[src/rtl/core/soc_pkg.sv]
// soc_pkg: shared types and constants for the subsequence occurrence counter
// used by soc_cfg, soc_cell and the top level; no dependencies
package soc_pkg;

    localparam int PATTERN_SLOTS   = 16;
    localparam int MAX_PATTERN_DEF = 16;
    localparam int COUNT_BITS_DEF  = 32;
    localparam int LEN_W           = 5;
    localparam int CHAR_W          = 8;
    localparam int CFG_IDX_W       = 2;
    localparam int CFG_DATA_W      = 64;
    localparam int OUT_COUNT_W     = 32;

    typedef enum logic [CFG_IDX_W-1:0] {
        REG_PATTERN_LEN = 2'd0,
        REG_PATTERN_LO  = 2'd1,
        REG_PATTERN_HI  = 2'd2
    } soc_reg_idx_t;

    typedef struct packed {
        logic [LEN_W-1:0]                     pattern_len;
        logic [PATTERN_SLOTS-1:0][CHAR_W-1:0] pattern_chars;
    } soc_cfg_t;

    // broadcast to every cell on an accepted text beat
    typedef struct packed {
        logic              step;
        logic              last;
        logic [CHAR_W-1:0] text_char;
    } soc_step_t;

endpackage

[src/rtl/core/soc_cfg.sv]
// soc_cfg: pattern length and pattern character registers
// depends on soc_pkg
module soc_cfg (
    input  logic                                clk,
    input  logic                                rst_n,
    input  logic                                cfg_valid,
    input  logic [soc_pkg::CFG_IDX_W-1:0]       cfg_index,
    input  logic [soc_pkg::CFG_DATA_W-1:0]      cfg_data,
    output soc_pkg::soc_cfg_t                   cfg
);

    logic [soc_pkg::LEN_W-1:0]      len_reg;
    logic [soc_pkg::CFG_DATA_W-1:0] lo_reg;
    logic [soc_pkg::CFG_DATA_W-1:0] hi_reg;

    always_ff @(posedge clk or negedge rst_n)
    begin
        if (!rst_n)
        begin
            len_reg <= '0;
            lo_reg  <= '0;
            hi_reg  <= '0;
        end
        else if (cfg_valid)
        begin
            unique case (soc_pkg::soc_reg_idx_t'(cfg_index))
                soc_pkg::REG_PATTERN_LEN: len_reg <= cfg_data[soc_pkg::LEN_W-1:0];
                soc_pkg::REG_PATTERN_LO:  lo_reg  <= cfg_data;
                soc_pkg::REG_PATTERN_HI:  hi_reg  <= cfg_data;
                default:
                begin
                    // unknown index, write dropped
                end
            endcase
        end
    end

    assign cfg.pattern_len   = len_reg;
    assign cfg.pattern_chars = {hi_reg, lo_reg};

endmodule

[src/rtl/core/soc_cell.sv]
// soc_cell: one prefix count of the chain with its saturating adder
// depends on soc_pkg
module soc_cell #(
    parameter int COUNT_BITS = soc_pkg::COUNT_BITS_DEF
) (
    input  logic                          clk,
    input  logic                          rst_n,
    input  soc_pkg::soc_step_t            step,
    input  logic                          active,
    input  logic [soc_pkg::CHAR_W-1:0]    pattern_char,
    input  logic [COUNT_BITS-1:0]         count_below,
    output logic [COUNT_BITS-1:0]         count,
    output logic [COUNT_BITS-1:0]         count_next,
    output logic                          clamped
);

    logic [COUNT_BITS-1:0] count_reg;
    logic [COUNT_BITS:0]   sum;
    logic                  hit;

    always_comb
    begin
        hit        = active && (step.text_char == pattern_char);
        sum        = {1'b0, count_reg} + {1'b0, count_below};
        clamped    = hit && sum[COUNT_BITS];
        count_next = count_reg;
        if (hit)
        begin
            count_next = sum[COUNT_BITS] ? {COUNT_BITS{1'b1}} : sum[COUNT_BITS-1:0];
        end
    end

    always_ff @(posedge clk or negedge rst_n)
    begin
        if (!rst_n)
        begin
            count_reg <= '0;
        end
        else if (step.step)
        begin
            // last byte of a text leaves the chain empty for the next one
            count_reg <= step.last ? '0 : count_next;
        end
    end

    assign count = count_reg;

endmodule

[src/rtl/core/subsequence_occurrence_counter_top.sv]
// subsequence_occurrence_counter_top: subsequence occurrence counter, top level
// depends on soc_pkg, soc_cfg and soc_cell
//
// Counts how often the configured pattern occurs as a subsequence of the
// text streamed in on the slave channel, one text byte per beat.
// s_axis: text bytes; tlast marks the final byte of a text.
// m_axis: one result beat per text beat: running count of the whole
// pattern, sticky saturation flag in tuser, tlast echoing the input tlast.
// cfg: register writes (pattern length, characters 0-7, characters 8-15),
// always ready; write only while no text beat is in flight.
// The result beat is registered and appears in the cycle after its text beat.
// Throughput is one byte per cycle while the receiver keeps up: every cell
// of the prefix chain updates its count in the same cycle with its own
// adder, and the result register frees as soon as the receiver takes the beat.
// If the receiver stalls, the result is held and s_axis_tready drops until
// it is taken; no beat is lost.
// Reset clears the counts, the saturation flag, the registers and the
// result valid flag. The final byte of a text clears the counts after its result.
module subsequence_occurrence_counter_top #(
    parameter int MAX_PATTERN = soc_pkg::MAX_PATTERN_DEF,
    parameter int COUNT_BITS  = soc_pkg::COUNT_BITS_DEF
) (
    input  logic                              clk,
    input  logic                              rst_n,
    input  logic                              s_axis_tvalid,
    output logic                              s_axis_tready,
    input  logic [7:0]                        s_axis_tdata,  // [7:0] text_char
    input  logic                              s_axis_tlast,
    output logic                              m_axis_tvalid,
    input  logic                              m_axis_tready,
    output logic [31:0]                       m_axis_tdata,  // [31:0] occurrence_count
    output logic                              m_axis_tuser,  // [0] saturated
    output logic                              m_axis_tlast,
    input  logic                              cfg_valid,
    output logic                              cfg_ready,
    input  logic [soc_pkg::CFG_IDX_W-1:0]     cfg_index,
    input  logic [soc_pkg::CFG_DATA_W-1:0]    cfg_data
);

    localparam int WIDE_W = (COUNT_BITS > soc_pkg::OUT_COUNT_W) ? COUNT_BITS
                                                                : soc_pkg::OUT_COUNT_W;

    soc_pkg::soc_cfg_t  cfg;
    soc_pkg::soc_step_t step;

    logic [MAX_PATTERN-1:0][COUNT_BITS-1:0] counts;
    logic [MAX_PATTERN-1:0][COUNT_BITS-1:0] counts_next;
    logic [MAX_PATTERN-1:0]                 clamped;
    logic [MAX_PATTERN-1:0]                 active;

    logic [soc_pkg::LEN_W-1:0] len_eff;
    logic [COUNT_BITS-1:0]     sel_count;
    logic [WIDE_W-1:0]         sel_wide;
    logic                      accept;
    logic                      ovf_next;

    logic                              ovf_reg;
    logic                              out_valid_reg;
    logic [soc_pkg::OUT_COUNT_W-1:0]   out_count_reg;
    logic                              out_sat_reg;
    logic                              out_last_reg;

    soc_cfg u_cfg (
        .clk       (clk),
        .rst_n     (rst_n),
        .cfg_valid (cfg_valid),
        .cfg_index (cfg_index),
        .cfg_data  (cfg_data),
        .cfg       (cfg)
    );

    assign cfg_ready     = 1'b1;
    assign s_axis_tready = !out_valid_reg || m_axis_tready;
    assign accept        = s_axis_tvalid && s_axis_tready;

    assign step.step      = accept;
    assign step.last      = s_axis_tlast;
    assign step.text_char = s_axis_tdata;

    genvar g;
    generate
        for (g = 0; g < MAX_PATTERN; g++)
        begin : g_cell
            logic [COUNT_BITS-1:0] below;
            if (g == 0)
            begin : g_head
                // the empty prefix always counts one
                assign below = COUNT_BITS'(1);
            end
            else
            begin : g_link
                assign below = counts[g-1];
            end

            assign active[g] = cfg.pattern_len > soc_pkg::LEN_W'(g);

            soc_cell #(
                .COUNT_BITS (COUNT_BITS)
            ) u_cell (
                .clk          (clk),
                .rst_n        (rst_n),
                .step         (step),
                .active       (active[g]),
                .pattern_char (cfg.pattern_chars[g]),
                .count_below  (below),
                .count        (counts[g]),
                .count_next   (counts_next[g]),
                .clamped      (clamped[g])
            );
        end
    endgenerate

    always_comb
    begin
        len_eff = (cfg.pattern_len > soc_pkg::LEN_W'(MAX_PATTERN))
                  ? soc_pkg::LEN_W'(MAX_PATTERN) : cfg.pattern_len;
        sel_count = COUNT_BITS'(1);
        for (int j = 0; j < MAX_PATTERN; j++)
        begin
            if (len_eff == soc_pkg::LEN_W'(j + 1))
            begin
                sel_count = counts_next[j];
            end
        end
        sel_wide = WIDE_W'(sel_count);
        ovf_next = ovf_reg || (|clamped);
    end

    always_ff @(posedge clk or negedge rst_n)
    begin
        if (!rst_n)
        begin
            ovf_reg       <= 1'b0;
            out_valid_reg <= 1'b0;
        end
        else
        begin
            if (accept)
            begin
                ovf_reg       <= s_axis_tlast ? 1'b0 : ovf_next;
                out_valid_reg <= 1'b1;
            end
            else if (m_axis_tready)
            begin
                out_valid_reg <= 1'b0;
            end
        end
    end

    always_ff @(posedge clk)
    begin
        if (accept)
        begin
            out_count_reg <= sel_wide[soc_pkg::OUT_COUNT_W-1:0];
            out_sat_reg   <= ovf_next;
            out_last_reg  <= s_axis_tlast;
        end
    end

    assign m_axis_tvalid = out_valid_reg;
    assign m_axis_tdata  = out_count_reg;
    assign m_axis_tuser  = out_sat_reg;
    assign m_axis_tlast  = out_last_reg;

endmodule

[config.mk]
export PLATFORM = sky130hd
export DESIGN_NAME = subsequence_occurrence_counter_top
export DESIGN_NICKNAME = d
export VERILOG_FILES = /design/src/rtl/core/soc_pkg.sv /design/src/rtl/core/soc_cfg.sv /design/src/rtl/core/soc_cell.sv /design/src/rtl/core/subsequence_occurrence_counter_top.sv
export SDC_FILE = /design/constraint.sdc
export NUM_CORES = 2
export LEC_CHECK = 0
export ABC_AREA = 1
export BUFFER_PORTS_ARGS = -buffer_cell sky130_fd_sc_hd__buf_2
export CAP_MARGIN = 15
export CORE_AREA = 2 2 439 441
export CTS_CLUSTER_DIAMETER = 100
export DETAILED_ROUTE_END_ITERATION = 12
export DIE_AREA = 0 0 441 443
export GPL_ROUTABILITY_DRIVEN = 0
export HOLD_SLACK_MARGIN = 0.1
export SYNTH_ARGS = -nofsm -noshare
export SYNTH_HDL_FRONTEND = slang
export SYNTH_SLANG_ARGS = --single-unit
export TNS_END_PERCENT = 5
[constraint.sdc]
create_clock -name clk -period 8.11 [get_ports clk]
set_clock_uncertainty 0.15 [all_clocks]
set_input_delay 0.4055 -clock clk [delete_from_list [all_inputs] [get_ports clk]]
set_output_delay 0.4055 -clock clk [all_outputs]
set_load 0.005 [all_outputs]
==> key figures <==
CTS
  • Root buf cell: sky130_fd_sc_hd__clkbuf_16
  • Number of levels the H-tree was split into: 3
  • Number of buffers inserted during clock tree synthesis: between 80 and 90
  • Number of buffers on the longest clock path: 3
  • CTS sink cnt: between 600 and 700
  • CTS resizes: 0
  • Clock latency reported for the late side of the worst-skew pair: ~740 ps
  • CTS clock-pin slew for the worst setup and hold paths: approximately 60 ps
  • TritonCTS clock tree: done

Floorplan
  • Total core area: between 150,000 and 200,000 um2
  • Starting density of the core: 0.347
  • Height of the chip: 443 um
  • Die area: roughly 200,000 um2
  • Rows: between 150 and 200
  • I/O pins: 117
  • DIE WIDTH: between 400 and 500 um

Synth
  • Sequential element share of the synthesized area: 0.259
  • Instance count of the mapped netlist: 10,376
  • Average cell area after synthesis: approximately 6.4 um2
  • Adder and majority cell fraction of the synthesized area: 0.0952
  • Synthesis-stage register bit count: a little under 700
  • Main combinational cell family by area after synthesis: simple AND/OR/NAND/NOR gates
  • Synth Area in XOR/XNOR: 0.0551
  • Area share of the largest cell type after synthesis: 0.244
  • Largest area contributor in the netlist: sky130_fd_sc_hd__dfrtp_1
  • Distinct cell type count of the synthesized netlist: between 70 and 80
  • Number of flops mapped to enable cells by yosys: 34
  • Share of the synthesized area in compound gates (AO/OA/AOI/OAI): 0.166
  • Cell area after technology mapping: between 60,000 and 70,000 um2
  • Count of yosys warnings during synthesis: 0
  • Commonest register cell after synthesis: sky130_fd_sc_hd__dfrtp_1
  • Most numerous cell in the Yosys netlist: sky130_fd_sc_hd__nand2_1
  • Fraction of synthesized area in multiplexers: 0
  • Net Count, Synth: between 10,000 and 15,000
  • Biggest area contributors in the synthesized netlist: sky130_fd_sc_hd__dfrtp_1 (24%), sky130_fd_sc_hd__nand2_1 (17%), sky130_fd_sc_hd__ha_1 (9.1%)
  • Share of flip-flops with an asynchronous set or reset: 0.950
  • Top cells by count, synth: sky130_fd_sc_hd__nand2_1 (2,951), sky130_fd_sc_hd__inv_1 (1,355), sky130_fd_sc_hd__o21ai_0 (870)
  • Post-synthesis share of cell area spent on and, or, nand and nor gates: 0.325

Critical path
  • Minimum setup slack among reg-to-reg paths: between 2000 and 2500 ps
  • Critical path data arrival time: roughly 6000 ps
  • Crit path launch type: flip-flop
  • Number of buffers and inverters on the critical path: 2
  • Worst endpoint required time: approximately 8400 ps
  • Family of cells with the greatest summed delay on the critical path: simple AND/OR/NAND/NOR gates
  • CP max stage delay: approximately 960 ps
  • Cell at the slowest stage of the critical path: sky130_fd_sc_hd__nor2_2
  • Critical Setup Path Class: reg -> reg
  • Endpoint type of the worst setup path: flip-flop
  • Ordered list of cells on the worst path: nor2_4, nand2_1, nor2_2, inv_2, nand2_1, nand3_1, inv_1, nand2_1, nand3_1, nand4_1, nand2_1, nand4_1, nand2_1, nand4_1
  • Crit Path Max Fanout: 24
  • Worst path most repeated cell: sky130_fd_sc_hd__nand2_1

Timing
  • Crit path setup slack, layout: between 2000 and 2500 ps
  • Number of pins with negative max-slew slack in the final report: 0
  • Relative max-transition margin: 0.172
  • Smallest hold slack: about 140 ps
  • Sum of negative setup slack: 0 ps
  • Final count of negative-setup-slack endpoints: 0
  • Setup repair after global routing missed its margin: false
  • Measured slew at the worst slew-check pin: 1240 ps
  • Fin crit period: approximately 5600 ps
  • Maximum operating frequency: roughly 180 MHz
  • Ratio of final minimum period to clock period: 0.694
  • Number of hold violations in the final report: 0

Finish
  • Share of post-route cells with drive strength above 1: 0.0451
  • Final std cell area, no fill: between 70,000 and 80,000 um2
  • Flip-flop count of the largest register, all copies and words added: between 500 and 600
  • Relative area change from synthesis to final layout: 9.98%
  • Net total in the final layout: roughly 11,000

Place
  • Cell area after placement: ~70,000 um2
  • Detailed Place HPWL: 233,000 um
  • Worst slack, placed: 2640 ps
  • Count of buffers inserted at the top-level ports: 115

Run status
  • Run status: completed

Global routing
  • Antenna violations before repair: 12
  • Total grt overflow: 0
  • Global-route wire length before repair: 433,000 um
  • GRT Util Overall: 0.291
  • Number of global-route vias before repair: 68,466
  • Pin count of the biggest net entering global routing: just under 200

Flow run
  • Reported max-cap violation count: 0

Hold path
  • Worst hold path class: in -> reg

Routing
  • WL per Instance: about 23 um
  • Detailed Route WL: just under 300,000 um
  • DRC marker count from the first detailed-route iteration: around 9,000
  • TritonRoute pass-1 iters: 8
  • Mean number of vias per cell: 5.69
  • Number of nets with antenna violations after routing: 0
  • Residual DRC count: 0
  • Via count: between 70,000 and 80,000

Power and ir drop
  • Worst ir drop on vdd: about 0.13 mV
  • Power Dens Cells: between 100 and 150 nW/um2
  • Overall power consumption: a little over 9 mW
  • Static Leak: 36.3 nW
==> cells in the final DEF (no fill, tap or decap), types with 41 or more instances in the layout <==
cell	n
sky130_fd_sc_hd__nand2_1	2950
sky130_fd_sc_hd__inv_1	1353
sky130_fd_sc_hd__o21ai_0	870
sky130_fd_sc_hd__nand3_1	829
sky130_fd_sc_hd__nor2_1	810
sky130_fd_sc_hd__dfrtp_1	647
sky130_fd_sc_hd__a21oi_1	597
sky130_fd_sc_hd__ha_1	481
sky130_fd_sc_hd__xor2_1	259
sky130_fd_sc_hd__nand4_1	193
sky130_fd_sc_hd__o22ai_1	173
sky130_fd_sc_hd__xnor2_1	157
sky130_fd_sc_hd__buf_2	114
sky130_fd_sc_hd__nor3_1	106
sky130_fd_sc_hd__clkbuf_16	88
sky130_fd_sc_hd__dlygate4sd3_1	68
sky130_fd_sc_hd__or2_2	57
sky130_fd_sc_hd__a21o_1	52
sky130_fd_sc_hd__buf_4	48
sky130_fd_sc_hd__a22oi_1	46
sky130_fd_sc_hd__o21bai_1	44
sky130_fd_sc_hd__nor4_1	41
==> kinds of logic (layout without fill, tap and decap cells) <==
| group | Yosys count | after routing |
|---|---|---|
| and+or+nand+nor | 5108 | 5108 |
| adders and majority gates | 496 | 496 |
| buffers and inverters | 1689 | 1790 |
| AOI/OAI and AO/OA | 1984 | 1984 |
| DFF | 681 | 681 |
| other | 1 | 12 |
| xor gates and xnor gates | 417 | 417 |
==> worst paths after layout <==
kind                                                   start                                       to  depth (start not counted)
min in group asynchronous                              rst_n    g_cell[9].u_cell.count[6]$_DFFE_PN0P_                          2
worst max register to register  u_cfg.len_reg[4]$_DFFE_PN0P_                m_axis_tdata[9]$_DFFE_PP_                         14
worst min-delay path                           s_axis_tvalid                m_axis_tvalid$_DFFE_PN0P_                          3
worst max-delay path            u_cfg.len_reg[4]$_DFFE_PN0P_                m_axis_tdata[9]$_DFFE_PP_                         14
worst min register to register   u_cfg.hi_reg[1]$_DFFE_PN0P_              u_cfg.hi_reg[1]$_DFFE_PN0P_                          2
max in group asynchronous                              rst_n  g_cell[13].u_cell.count[18]$_DFFE_PN0P_                          4
==> routing by layer <==
layer	share of wire	vias to the layer above	global-route usage
met2	0.43	4143	0.438
li1	-	34375	-
met4	0.067	6	0.169
met5	0.00014	-	0
met3	0.11	800	0.0654
met1	0.40	34727	0.379
==> per-stage QoR <==
step	cells	utilization
finish	13014	0.382
global route	13004	0.382
CTS	13003	0.382
detailed placement	12776	0.363
global placement	12775	0.362
floorplan	10376	-
==> worst min-delay path, delay by kind of cell <==
family / cells / cell delay (ps)
and+or+nand+nor: 2 / 460
buffers and inverters: 1 / 100
==> report_power, final <==
group	internal, mW	switching, mW	leakage (nW)
Combinational	0.346	0.863	25.7
Clock	2.45	1.77	1.47
Sequential	3.58	0.187	9.18
==> area by class of cell <==
class | count | area (um2)
Clock buffer | 117 | 2500
Timing Repair Buffer | 237 | 1740
Antenna cell | 11 | 27.5
Fill cell | 20206 | 118000
Clock inverter | 42 | 473
Sequential cell | 681 | 17200
Multi-Input combinational cell | 8006 | 42600
Tap cell | 2526 | 3160
Inverter | 1394 | 5250
==> timing repair <==
action                    in CTS  in global routing
hold buffers                  68                  0
buffers inserted               0                  0
hold endpoints to repair     231                  0
Note: power is estimated with default switching activity, not from simulation.
